**config.mk**
```make
export PLATFORM = sky130hd
export DESIGN_NAME = rrsc_core
export DESIGN_NICKNAME = d
export VERILOG_FILES = /design/src/design/rrsc_pkg.sv /design/src/design/rrsc_core.sv
export SDC_FILE = /design/constraint.sdc
export NUM_CORES = 1
export LEC_CHECK = 0
export ABC_AREA = 1
export BUFFER_PORTS_ARGS = -buffer_cell sky130_fd_sc_hd__buf_2
export CORE_ASPECT_RATIO = 0.8
export CORE_MARGIN = 10
export CORE_UTILIZATION = 55
export DETAILED_ROUTE_END_ITERATION = 8
export PLACE_DENSITY = 0.79
export SYNTH_ARGS = -nofsm -noshare
export SYNTH_HDL_FRONTEND = slang
export SYNTH_SLANG_ARGS = --single-unit
```
**constraint.sdc**
```tcl
create_clock -name i_clk -period 8.75 [get_ports i_clk]
set_clock_uncertainty 0.2 [all_clocks]
set_input_delay 1.3125 -clock i_clk [delete_from_list [all_inputs] [get_ports i_clk]]
set_output_delay 1.3125 -clock i_clk [all_outputs]
set_load 0.05 [all_outputs]
```
**src/design/rrsc_pkg.sv**
```systemverilog
// --------------------------------------------------------------------------
// rrsc_pkg
// shared types and constants of the raster run stream checker
// --------------------------------------------------------------------------
package rrsc_pkg;

    // configuration port
    localparam int CFG_W     = 19;
    localparam int CFG_IDX_W = 2;

    localparam logic [CFG_IDX_W-1:0] REG_PAGE_HEIGHT = 2'd0;
    localparam logic [CFG_IDX_W-1:0] REG_LINE_BYTES  = 2'd1;
    localparam logic [CFG_IDX_W-1:0] REG_PIXEL_BYTES = 2'd2;

    // pixel unit size and run payload counter
    localparam int PIX_W     = 4;
    localparam int PAYLOAD_W = 11;

    // request commands
    localparam logic CMD_BYTE = 1'b0;
    localparam logic CMD_PAGE = 1'b1;

    // run control coding
    localparam logic [7:0] CTRL_ESCAPE  = 8'h80;
    localparam logic [8:0] LITERAL_BASE = 9'd257;

    typedef enum logic [1:0] {
        ROLE_REPEAT  = 2'd0,
        ROLE_CONTROL = 2'd1,
        ROLE_PAYLOAD = 2'd2
    } t_role;

    typedef enum logic [2:0] {
        ERR_NONE    = 3'd0,
        ERR_CTRL128 = 3'd1,
        ERR_ROWS    = 3'd2,
        ERR_LINE    = 3'd3,
        ERR_NO_PAGE = 3'd4
    } t_err;

    typedef struct packed {
        logic [7:0] data_out;
        t_role      byte_role;
        logic       line_done;
        logic       page_done;
        t_err       error_code;
    } t_result;

endpackage

```
**src/design/rrsc_core.sv**
```systemverilog
// --------------------------------------------------------------------------
// rrsc_core
// stream parse state and the per-byte check, one byte per step
// --------------------------------------------------------------------------
module rrsc_core #(
    parameter int MAX_LINE_BYTES = 262144,
    parameter int MAX_PAGE_ROWS  = 262144
) (
    input  logic                                  i_clk,
    input  logic                                  i_rst_n,
    input  logic                                  i_step,
    input  logic                                  i_command,
    input  logic [7:0]                            i_data_byte,
    input  logic [$clog2(MAX_PAGE_ROWS+1)-1:0]    i_eff_height,
    input  logic [$clog2(MAX_LINE_BYTES+1)-1:0]   i_eff_line,
    input  logic [rrsc_pkg::PIX_W-1:0]            i_eff_pixel,
    output rrsc_pkg::t_result                     o_result
);
    localparam int RW   = $clog2(MAX_PAGE_ROWS + 1);
    localparam int LW   = $clog2(MAX_LINE_BYTES + 1);
    localparam int RSW  = ((RW > 9) ? RW : 9) + 1;
    localparam int SUMW = ((LW > rrsc_pkg::PAYLOAD_W) ? LW : rrsc_pkg::PAYLOAD_W) + 1;
    localparam int PW   = rrsc_pkg::PAYLOAD_W;

    typedef enum logic [2:0] {
        PH_NONE, PH_REPEAT, PH_CONTROL, PH_PAYLOAD, PH_DONE, PH_ERROR
    } t_phase;

    t_phase            r_phase, n_phase;
    logic [RW-1:0]     r_rows, n_rows;
    logic [8:0]        r_pend, n_pend;
    logic [LW-1:0]     r_fill, n_fill;
    logic [PW-1:0]     r_pl, n_pl;
    rrsc_pkg::t_err    r_err, n_err;

    logic              literal;
    logic [7:0]        units;
    logic [PW-1:0]     expanded;
    logic [PW-1:0]     pl_dec;
    logic [8:0]        count;
    logic [8:0]        rows_add;
    logic [RSW-1:0]    rows_sum;
    logic [SUMW-1:0]   fill_sum;
    rrsc_pkg::t_role   role;
    logic              line_done;
    logic              page_done;

    // run length of the control byte, in pixel units and in bytes
    assign literal  = i_data_byte[7];
    assign units    = literal ? 8'(rrsc_pkg::LITERAL_BASE - {1'b0, i_data_byte})
                              : 8'(i_data_byte + 8'd1);
    assign expanded = PW'(units) * PW'(i_eff_pixel);
    assign fill_sum = SUMW'(r_fill) + SUMW'(expanded);

    // rows covered by a repeat byte, or by the group being closed
    assign count    = {1'b0, i_data_byte} + 9'd1;
    assign rows_add = (r_phase == PH_REPEAT) ? count : r_pend;
    assign rows_sum = RSW'(r_rows) + RSW'(rows_add);

    assign pl_dec   = (r_pl != '0) ? r_pl - PW'(1) : '0;

    always_comb begin
        n_phase   = r_phase;
        n_rows    = r_rows;
        n_pend    = r_pend;
        n_fill    = r_fill;
        n_pl      = r_pl;
        n_err     = r_err;
        role      = rrsc_pkg::ROLE_REPEAT;
        line_done = 1'b0;
        page_done = 1'b0;

        unique case (r_phase)
            PH_ERROR: ;
            PH_NONE, PH_DONE: begin
                n_err   = rrsc_pkg::ERR_NO_PAGE;
                n_phase = PH_ERROR;
            end
            PH_REPEAT: begin
                if (rows_sum > RSW'(i_eff_height)) begin
                    n_err   = rrsc_pkg::ERR_ROWS;
                    n_phase = PH_ERROR;
                end else begin
                    n_pend = count;
                    n_fill = '0;
                    // zero line length closes the group at once
                    if (i_eff_line == '0) begin
                        line_done = 1'b1;
                        n_rows    = RW'(rows_sum);
                        n_pend    = '0;
                        if (rows_sum >= RSW'(i_eff_height)) begin
                            page_done = 1'b1;
                            n_phase   = PH_DONE;
                        end
                    end else begin
                        n_phase = PH_CONTROL;
                    end
                end
            end
            PH_CONTROL: begin
                role = rrsc_pkg::ROLE_CONTROL;
                if (i_data_byte == rrsc_pkg::CTRL_ESCAPE) begin
                    n_err   = rrsc_pkg::ERR_CTRL128;
                    n_phase = PH_ERROR;
                end else if (fill_sum > SUMW'(i_eff_line)) begin
                    n_err   = rrsc_pkg::ERR_LINE;
                    n_phase = PH_ERROR;
                end else begin
                    n_pl    = literal ? expanded : PW'(i_eff_pixel);
                    n_fill  = LW'(fill_sum);
                    n_phase = PH_PAYLOAD;
                end
            end
            PH_PAYLOAD: begin
                role = rrsc_pkg::ROLE_PAYLOAD;
                n_pl = pl_dec;
                if (pl_dec == '0) begin
                    if (r_fill >= i_eff_line) begin
                        line_done = 1'b1;
                        n_rows    = RW'(rows_sum);
                        n_pend    = '0;
                        n_fill    = '0;
                        if (rows_sum >= RSW'(i_eff_height)) begin
                            page_done = 1'b1;
                            n_phase   = PH_DONE;
                        end else begin
                            n_phase = PH_REPEAT;
                        end
                    end else begin
                        n_phase = PH_CONTROL;
                    end
                end
            end
            default: begin
                n_phase = PH_ERROR;
            end
        endcase

        // begin page wipes everything, sticky error too
        if (i_command == rrsc_pkg::CMD_PAGE) begin
            n_phase = PH_REPEAT;
            n_rows  = '0;
            n_pend  = '0;
            n_fill  = '0;
            n_pl    = '0;
            n_err   = rrsc_pkg::ERR_NONE;
        end
    end

    always_ff @(posedge i_clk) begin
        if (!i_rst_n) begin
            r_phase <= PH_NONE;
            r_rows  <= '0;
            r_pend  <= '0;
            r_fill  <= '0;
            r_pl    <= '0;
            r_err   <= rrsc_pkg::ERR_NONE;
        end else if (i_step) begin
            r_phase <= n_phase;
            r_rows  <= n_rows;
            r_pend  <= n_pend;
            r_fill  <= n_fill;
            r_pl    <= n_pl;
            r_err   <= n_err;
        end
    end

    assign o_result.data_out   = i_data_byte;
    assign o_result.byte_role  = role;
    assign o_result.line_done  = line_done;
    assign o_result.page_done  = page_done;
    assign o_result.error_code = n_err;
endmodule

```
==> impl_metrics.toml, run 1 <==
[layout]
syn_to_final_growth_pct = 25.1
fin_cells = 1615
layout.nets = 1596
postLayoutCoreUtil_pct = 71.4
design_area_um2 = 9810
drive_above_1_share_pct = 20.8
fill_cells = 1149
antenna_cells = 0

[setup_path]
critical_path.endpoint_type = "primary output"
slowest_stage = "fa_1"
critPathLaunchType = "input port"
r2r_setup_slack_ps = 1950
crit_type = "input port to primary output"
cp_slowest_stage_delay_ps = 500
crit_required_ps = 7240
cp_common_cell = "nand2_1"
path_max_fanout = 6
arrival_ps = 7160

[floorplanning]
dieArea_um2 = 19500
rows = 38
start_util_pct = 57.1
die_h_um = 127
die_w_um = 154
io_pins = 69
coreArea_um2 = 13700

[synth]
ys_types = 39
ys_seq_elements = 64
yosys_warnings = 0
avgSynthCellArea_um2 = 6.10
syn_area_um2 = 7840
syn_inst = 1286
synthesis.nets = 1452
yosysSeqAreaShare_pct = 16.3

[placement]
hpwlAfterDp_um = 18300
dpl_cell_area_um2 = 8870
placed_cells = 1586
port-buffer-count = 68
place_congestion = 0.908

[drt]
vias = 8730
finalWirelength_um = 24000
drt_iter0_markers = 761
wl_per_cell_um = 14.9
firstDrtPassIters = 6
avgViaCountPerCell = 5.41
ant_nets = 0
drc = 0

[clocking]
cts_root_buf = "clkbuf_16"
cts_tree = "yes"
cts.path.max_buffers = 2
cts.clk_slew.worst_paths_ps = 50
h-tree-depth = 3
clk_latency_ps = 360
clock_sinks = 64
cts_buffers = 9

[sta]
worst_pin_slew_ps = 1050
setup_viol = 0
hold_viol = 0
slew_headroom_pct = 29.6
fmax_ghz = 0.115
post-route-period-util_pct = 99.1
drv_slew = 0
rsz0062_at_grt = "yes"
holdWs_ps = 252
fin_crit_ps = 8670

[power_and_ir_drop]
power_frac_clock_pct = 23.6
comb_power_share_pct = 55.1
p_int_mw = 0.886
swShare_pct = 42.4
leakagePower_nw = 5.24
power_density_nw_per_um2 = 157
p_switching_mw = 0.653
p_seq_share_pct = 21.3
peakVddDrop_mv = 0.117

[run_status]
status = "finished, final reports clean"

[global_routing]
grt.total_usage_pct = 23.1
grt_pass1_wl_um = 37900
grt_max_degree = 39
antenna_found_initial = 0
grt_pass1_vias = 7853
overflow = 0

[hold_path]
hold_class = "flip-flop to flip-flop"

[job]
cap_violations = 0
-- metrics by stage --
stage / TNS (ps) / worst slack [ps] / power [mW]
floorplan: 0 / 65.2 / 0.807
global placement: -871 / -322 / 1.03
detailed placement: -1630 / -568 / 1.05
CTS: 0 / 4.62 / 1.46
global route: -859 / -300 / 1.65
finish: 0 / 81.8 / 1.54
-- logic make-up after synthesis --
group	after synthesis	synth area share, %
AND/OR/NAND/NOR	629	34.6
buffers and inverters	263	13.5
AO/OA/AOI/OAI	180	12.1
adder cells (fa/ha/maj)	112	19.2
flip-flops	64	16.3
XOR/XNOR	38	4.24
-- layout make-up --
class | count | area [µm²] | share of cell area (%)
multi-input cells | 959 | 6000 | 61.1
flip-flops and latches | 64 | 1280 | 13.1
inverters | 225 | 847 | 8.63
clock buffers | 12 | 267 | 2.72
clock inverters | 4 | 27.5 | 0.281
well taps | 180 | 225 | 2.30
repair buffers | 171 | 1170 | 11.9
-- worst max-delay path: cells and delay by family --
family | cells | cell delay [ps]
buf+inv | 11 | 920
compound gates | 6 | 890
xor+xnor | 1 | 230
simple gates | 18 | 1850
fa+ha+maj | 6 | 1950
-- synth_stat cells (all sizes together) --
| cell type | n | area, µm² |
|---|---|---|
| ha | 98 | 1230 |
| o22ai | 5 | 31.3 |
| dfxtp | 64 | 1280 |
| o211ai | 2 | 15.0 |
| nand2 | 318 | 1200 |
| nand4 | 39 | 244 |
| o21ai | 66 | 330 |
| or2 | 9 | 56.3 |
| and2 | 8 | 50.1 |
| a21o | 4 | 30.0 |
| a211oi | 1 | 7.51 |
| buf | 21 | 153 |
| nor3b | 7 | 52.6 |
| xor2 | 28 | 245 |
| nor2 | 154 | 604 |
| fa | 14 | 280 |
| nand3 | 65 | 350 |
| nor3 | 22 | 110 |
| o21a | 3 | 22.5 |
| a31oi | 3 | 18.8 |
| a21boi | 3 | 22.5 |
| o21bai | 1 | 7.51 |
| xnor2 | 10 | 87.6 |
| clkbuf | 17 | 63.8 |
| inv | 224 | 841 |
| clkinv | 1 | 3.75 |
| nor4 | 5 | 31.3 |
| nand3b | 2 | 15.0 |
| a21oi | 92 | 460 |
-- power groups by stage --
| stage | Clock, mW | Combinational, mW | Sequential, mW |
|---|---|---|---|
| 6_report | 0.363 | 0.849 | 0.328 |
| 5_1_grt | 0.377 | 0.946 | 0.330 |
| 4_1_cts | 0.363 | 0.769 | 0.328 |
| 3_5_place_dp | 0 | 0.718 | 0.333 |
| 3_3_place_gp | 0 | 0.699 | 0.333 |
| 2_1_floorplan | 0 | 0.478 | 0.329 |
-- path summary, 6_finish.rpt --
path             startpoint           to  cells after the start
max          i_data_byte[1]  o_result[2]                     42
min               r_pend[2]    r_pend[2]                      2
max reg2reg      r_phase[0]    r_rows[4]                     37
min reg2reg       r_pend[2]    r_pend[2]                      2
-- flip-flops by register name (all words and copies together), names as in the netlist --
signal   count
r_err        3
r_rows      19
r_pl        11
r_phase      3
r_fill      19
r_pend       9
-- routing by layer --
metal	wire [µm]	up-vias	track usage (%)
met1	11500	3946	33.7
met5	0	-	0
met2	9940	361	32.6
li1	-	4395	-
met3	2280	28	6.21
met4	357	0	5.93
-- layout by cell type (no fill, tap or decap), types with 5 or more instances in the layout --
| cell type | netlist | final |
|---|---|---|
| nor2_1 | 151 | 141 |
| nor3b_1 | 7 | 7 |
| o21ai_2 | 0 | 9 |
| clkbuf_16 | 0 | 9 |
| xor2_2 | 0 | 5 |
| inv_1 | 222 | 211 |
| or2_2 | 8 | 8 |
| xor2_1 | 28 | 23 |
| o22ai_1 | 5 | 5 |
| nor3_1 | 22 | 18 |
| inv_2 | 2 | 12 |
| nor2_2 | 1 | 10 |
| xnor2_1 | 10 | 10 |
| and2_1 | 8 | 6 |
| nand2_1 | 315 | 302 |
| nand3_1 | 63 | 56 |
| buf_6 | 2 | 5 |
| buf_2 | 5 | 62 |
| ha_1 | 98 | 82 |
| a21oi_2 | 0 | 11 |
| nand3_2 | 0 | 6 |
| o21ai_0 | 59 | 48 |
| ha_4 | 0 | 15 |
| dfxtp_1 | 64 | 64 |
| nand2_2 | 3 | 15 |
| buf_4 | 14 | 102 |
| fa_1 | 14 | 13 |
| a21oi_1 | 92 | 81 |
| o21ai_1 | 7 | 9 |
| nand4_1 | 39 | 39 |
-- timing repair --
item | in CTS | in global routing
hold buffers | 0 | 0
setup endpoints to repair | 3 | 3
pin swaps | 20 | 40
resized for setup | 45 | 90
buffers inserted | 10 | 3
No activity file was read; power rests on OpenSTA's default activity.
==> run 2: changes to the inputs <==
--- a/config.mk
+++ b/config.mk
@@ -9,9 +9,9 @@
 export BUFFER_PORTS_ARGS = -buffer_cell sky130_fd_sc_hd__buf_2
 export CORE_ASPECT_RATIO = 0.8
 export CORE_MARGIN = 10
-export CORE_UTILIZATION = 55
+export CORE_UTILIZATION = 30
 export DETAILED_ROUTE_END_ITERATION = 8
-export PLACE_DENSITY = 0.79
+export PLACE_DENSITY = 0.49
 export SYNTH_ARGS = -nofsm -noshare
 export SYNTH_HDL_FRONTEND = slang
 export SYNTH_SLANG_ARGS = --single-unit
==> run 2 against run 1 <==
  * Critical path depth unchanged
  * Sequential cell count unchanged
  * First-iteration DRC count down 19%
  * Combinational power up 10%
  * Critical path type unchanged
  * Highest routed layer unchanged
==> impl_metrics.toml, run 2 (same netlist as run 1, synthesis figures left out) <==
[run_status]
status = "finished, final reports clean"

[clocking]
clk_latency_ps = 350
clock_sinks = 64
h-tree-depth = 3
cts_buffers = 9
cts_tree = "yes"
cts_root_buf = "clkbuf_16"
cts.clk_slew.worst_paths_ps = 60
cts.path.max_buffers = 2

[setup_path]
r2r-start = "r_phase[0]"
r2r-end = "r_rows[16]"
path_max_fanout = 5
crit_required_ps = 7240
rr_worst_depth = 35
critical_path.endpoint_type = "primary output"
critPathLaunchType = "input port"
crit_type = "input port to primary output"
cp_slowest_stage_delay_ps = 530
worstPathBufferInverterCount = 9
cp_common_cell = "nand2_1"
crit_family = "adder cells"
r2r_setup_slack_ps = 1960
slowest_stage = "fa_1"
arrival_ps = 7160

[drt]
wl_per_cell_um = 14.5
finalWirelength_um = 26600
drc = 0
vias = 8540
drt_iter0_markers = 616
firstDrtPassIters = 5
avgViaCountPerCell = 4.67
ant_nets = 0

[global_routing]
grt_max_degree = 39
antenna_found_initial = 0
grt_pass1_wl_um = 41400
grt_pass1_vias = 7740
overflow = 0
grt.total_usage_pct = 15.5

[sta]
holdWs_ps = 246
rsz0062_at_grt = "yes"
setup_viol = 0
hold_viol = 0
slew_headroom_pct = 30.4
post-route-period-util_pct = 99.1
fmax_ghz = 0.115
fin_tns_setup_ps = 0
fin_ws_ps = 81.2
fin_crit_ps = 8670
worst_pin_slew_ps = 1040
drv_slew = 0

[floorplanning]
die_w_um = 201
rows = 52
coreArea_um2 = 25500
dieArea_um2 = 33000
die_h_um = 165
start_util_pct = 30.7
io_pins = 69

[power_and_ir_drop]
peakVddDrop_mv = 0.103
comb_power_share_pct = 57.2
p_switching_mw = 0.697
power_density_nw_per_um2 = 155
p_seq_share_pct = 20.0
finalPower_mw = 1.64
power_frac_clock_pct = 22.8
swShare_pct = 42.5
leakagePower_nw = 5.48
p_int_mw = 0.941

[hold_path]
hold_depth = 2
hold_path_end = "r_pend[0]"
hold_class = "flip-flop to flip-flop"
holdCritStartpoint = "r_pend[0]"

[layout]
layout.nets = 1640
fill_cells = 2761
final_cell_mix = "nand2_1 (293), inv_1 (208), buf_4 (145)"
design_area_um2 = 10500
layout_commonest_cell = "nand2_1"
antenna_cells = 0
multi_input_area_um2 = 6160
top_regs = "r_fill: 19 flops, r_rows: 19 flops, r_pl: 11 flops"
drive_above_1_share_pct = 24.5
syn_to_final_growth_pct = 34.3
ff_latch_area_um2 = 1280

[placement]
place_congestion = 0.878
dpl_cell_area_um2 = 9200
port-buffer-count = 68
hpwlAfterDp_um = 20600
pre_cts_slack_ps = -543

[job]
cap_violations = 0
-- run 2: cell count changes in the layout (fill, tap and decap cells not counted), sizes merged --
cell    before  now
clkinv       2    3
bufinv       0    1
clkbuf      12   10
buf        171  214
inv        224  225
-- run 2: per-stage QoR --
stage          cells  util (%)
2_1_floorplan   1286         -
5_1_grt         1830      41.3
4_1_cts         1823      39.4
3_3_place_gp    1773      36.1
3_5_place_dp    1773      36.1
6_report        1830      41.3
-- run 2: how the worst max path moves through the flow --
stage	startpoint	end	slack, ps	cells after the start
after global placement	i_data_byte[1]	o_result[2]	-420	44
after detailed placement	i_data_byte[1]	o_result[0]	-540	47
final	i_data_byte[1]	o_result[2]	80	42
after CTS	i_data_byte[1]	o_result[2]	7	50
after global routing	i_data_byte[1]	o_result[2]	-290	51
after floorplan	i_data_byte[1]	o_result[2]	70	41
-- run 2: layout make-up --
| class | count | share of cell area [%] |
|---|---|---|
| Multi-Input combinational cell | 959 | 58.5 |
| Timing Repair Buffer | 215 | 14.3 |
| Sequential cell | 64 | 12.2 |
| Inverter | 225 | 8.07 |
| Tap cell | 351 | 4.17 |
| Clock buffer | 9 | 2.14 |
| Clock inverter | 7 | 0.677 |
-- run 2: timing repair --
item | 4_1_cts | 5_1_grt
hold buffers | 0 | 0
endpoints found under the setup margin | 3 | 4
setup buffers | 34 | 11
endpoints found under the hold margin | 0 | 0
gates resized for setup | 72 | 98
pin swaps | 32 | 54
-- run 2: tightest hold or removal path, cell delays in order, from the launching register on --
cell     delay, ps
dfxtp_1        300
inv_1           50
a21oi_1         50
-- run 2: per-layer routing --
metal / track usage [%] / wire length [µm] / vias up / share of wire (%)
li1: - / - / 4478 / -
met3: 2.90 / 1470 / 16 / 5.5
met5: 0 / 0 / - / 0
met2: 21.6 / 10600 / 190 / 40
met4: 3.78 / 250 / 0 / 0.94
met1: 23.6 / 14300 / 3856 / 54
-- run 2: power groups by stage --
stage | Combinational (mW) | Sequential [mW] | Clock, mW
final | 0.936 | 0.328 | 0.373
after global routing | 1.05 | 0.331 | 0.392
after CTS | 0.832 | 0.328 | 0.384
after detailed placement | 0.756 | 0.334 | 0
after global placement | 0.750 | 0.334 | 0
after floorplan | 0.478 | 0.329 | 0
==> run 3: changes to the inputs <==
--- a/config.mk
+++ b/config.mk
@@ -5,13 +5,13 @@
 export SDC_FILE = /design/constraint.sdc
 export NUM_CORES = 1
 export LEC_CHECK = 0
-export ABC_AREA = 1
+export ABC_AREA = 0
 export BUFFER_PORTS_ARGS = -buffer_cell sky130_fd_sc_hd__buf_2
 export CORE_ASPECT_RATIO = 0.8
 export CORE_MARGIN = 10
 export CORE_UTILIZATION = 30
 export DETAILED_ROUTE_END_ITERATION = 8
-export PLACE_DENSITY = 0.49
+export PLACE_DENSITY = 0.5
 export SYNTH_ARGS = -nofsm -noshare
 export SYNTH_HDL_FRONTEND = slang
 export SYNTH_SLANG_ARGS = --single-unit
==> run 3 against run 2 <==
  * The run now ends with negative setup slack left
  * Largest power group unchanged
  * Clock power rose by 7.2%
  * Largest cell class unchanged
  * Fmax down 3.7%
  * Combinational power decreased by 26%
  * Total power shrank 15%
  * Final cell count is 20% lower
  * Worst hold slack better by 15 ps
  * Via count decreased by 12%
  * Setup slack worse by 330 ps
  * Sequential cell count stayed put
  * Synthesized cell count down 23%
  * Utilization decreased by 1.3 points
  * Sequential share of layout area rose by 0.85 points
==> impl_metrics.toml, run 3 <==
[power_and_ir_drop]
p_seq_share_pct = 22.1
leakagePower_nw = 4.53
finalPower_mw = 1.40
comb_power_share_pct = 49.3
power_frac_clock_pct = 28.6
swShare_pct = 36.5
power_density_nw_per_um2 = 142
p_switching_mw = 0.510
p_int_mw = 0.888
peakVddDrop_mv = 0.111

[run_status]
status = "finished with violations"
violations = "negative setup slack"

[sta]
fin_crit_ps = 9000
setup_viol = 3
fin_ws_ps = -248
holdWs_ps = 261
fmax_ghz = 0.111
slew_headroom_pct = 24.7
drv_slew = 0
rsz0062_at_grt = "yes"
hold_viol = 0
post-route-period-util_pct = 103
worst_pin_slew_ps = 1130

[clocking]
cts_hold_buf = 0
cts_tree = "yes"
clock_sinks = 64
cts.clk_slew.worst_paths_ps = 60
cts_root_buf = "clkbuf_16"
cts_buffers = 9
h-tree-depth = 3
cts.path.max_buffers = 2
clk_latency_ps = 350

[global_routing]
grt_max_degree = 45
grt_pass1_vias = 7177
overflow = 0
grt_pass1_wl_um = 38700
antenna_found_initial = 0
grt.total_usage_pct = 14.8

[synth]
synth_common_cells = "ha_1 (98), inv_1 (90), nor2_1 (75)"
yosys-top-cells-area = "dfxtp_1 (17%), ha_1 (16%), inv_1 (4.5%)"
synth_xor_area_share_pct = 6.13
syn_area_um2 = 7580
synthesis.nets = 1150
synth-simple-area-share_pct = 23.7
synth.top_cell.area_share_pct = 16.9
yosysSeqAreaShare_pct = 16.9
synthFlopType = "dfxtp_1"
synth_top_family_by_area = "simple AND/OR/NAND/NOR gates"
synthAdderAreaFrac_pct = 19.9
avgSynthCellArea_um2 = 7.70
synth_compound_area_share_pct = 22.3
synthMuxAreaShare_pct = 3.55
synth.most_common_cell = "ha_1"
ys_seq_elements = 64
synthArstFlopShare_pct = 0
synth_top_cell_by_area = "dfxtp_1"
yosys_warnings = 0
syn_inst = 984
synth-edff-count = 0
ys_types = 78

[drt]
drt_iter0_markers = 519
vias = 7545
wl_per_cell_um = 16.6
ant_nets = 0
avgViaCountPerCell = 5.19
finalWirelength_um = 24200
drc = 0
firstDrtPassIters = 4

[placement]
port-buffer-count = 68
place_congestion = 0.882
hpwlAfterDp_um = 18900

[layout]
top_regs = "r_fill: 19 flops, r_rows: 19 flops, r_pl: 11 flops"
antenna_cells = 0
syn_to_final_growth_pct = 30.0
postLayoutCoreUtil_pct = 40.0
fill_cells = 2547
drive_above_1_share_pct = 26.1
final_cell_mix = "buf_4 (112), ha_1 (82), inv_1 (81)"
layout_commonest_cell = "buf_4"
layout.nets = 1298

[floorplanning]
dieArea_um2 = 32100
die_w_um = 198
coreArea_um2 = 24600
die_h_um = 162
rows = 51
start_util_pct = 30.8
io_pins = 69

[hold_path]
hold_depth = 2
hold_path_end = "r_pend[8]"
holdCritStartpoint = "r_pend[8]"
hold_class = "flip-flop to flip-flop"

[setup_path]
slowest_stage = "fa_1"
critical_path.endpoint_type = "primary output"
r2r_setup_slack_ps = 2460
cp_slowest_stage_delay_ps = 490
critPathLaunchType = "input port"
crit_required_ps = 7240
crit_type = "input port to primary output"
path_max_fanout = 5
arrival_ps = 7490
r2r-start = "r_phase[2]"
rr_worst_depth = 24
r2r-end = "r_rows[6]"

[job]
cap_violations = 0
## run 3: per-layer routing
layer	GRT usage (%)	vias up	wire [µm]
li1	-	3843	-
met1	21.8	3540	12700
met4	2.30	0	153
met2	21.5	149	10000
met3	3.24	13	1290
met5	0	-	0
## run 3: power by group through the flow
stage	logic (mW)	clock network [mW]	registers, mW
detailed placement	0.572	0	0.315
finish	0.689	0.400	0.309
CTS	0.674	0.407	0.309
global route	0.761	0.420	0.310
floorplan	0.359	0	0.312
global placement	0.570	0	0.315
## run 3: critical path: cells and delay by family
| family | cells | cell delay, ps |
|---|---|---|
| AOI/OAI and AO/OA | 12 | 2090 |
| xor gates and xnor gates | 3 | 480 |
| adders and majority gates | 6 | 1980 |
| buffers and inverters | 6 | 680 |
| muxes | 1 | 300 |
| and+or+nand+nor | 5 | 630 |
## run 3: what timing repair did
action | CTS | global route
pin swaps | 55 | 14
endpoints found under the setup margin | 3 | 3
endpoints found under the hold margin | 0 | 0
gates resized for setup | 91 | 12
setup buffers | 17 | 6
## run 3: final cells by class
class | count | area, µm² | share of cell area, %
clock buffers | 9 | 225 | 2.29
clock inverters | 7 | 96.3 | 0.978
well taps | 318 | 398 | 4.04
repair buffers | 185 | 1290 | 13.1
flip-flops and latches | 64 | 1280 | 13.0
multi-input cells | 782 | 6220 | 63.1
inverters | 90 | 343 | 3.48
## run 3: how the worst max path moves through the flow
stage	start	end	slack, ps	cells past startpoint
6_report	i_data_byte[1]	o_result[2]	-250	33
5_1_grt	i_data_byte[1]	o_result[2]	-600	34
4_1_cts	i_data_byte[1]	o_result[2]	-210	34
3_5_place_dp	i_data_byte[0]	o_result[2]	-750	34
3_3_place_gp	i_data_byte[0]	o_result[2]	-750	35
2_1_floorplan	i_data_byte[0]	o_result[2]	-40	30
## run 3: metrics by stage
| stage | std cells | setup slack (ps) | cell area (µm²) | TNS (ps) |
|---|---|---|---|---|
| 6_report | 1455 | -248 | 9850 | -625 |
| 4_1_cts | 1449 | -214 | 9740 | -445 |
| 3_3_place_gp | 1416 | -748 | 8870 | -1840 |
| 2_1_floorplan | 984 | -42.7 | 7680 | -42.7 |
| 3_5_place_dp | 1416 | -746 | 8870 | -1840 |
| 5_1_grt | 1455 | -601 | 9850 | -1690 |
## run 3: logic make-up after synthesis
group           count (synthesis)
compound gates                248
xor+xnor                       53
fa+ha+maj                     112
buf+inv                       138
flops                          64
mux                            26
simple gates                  343
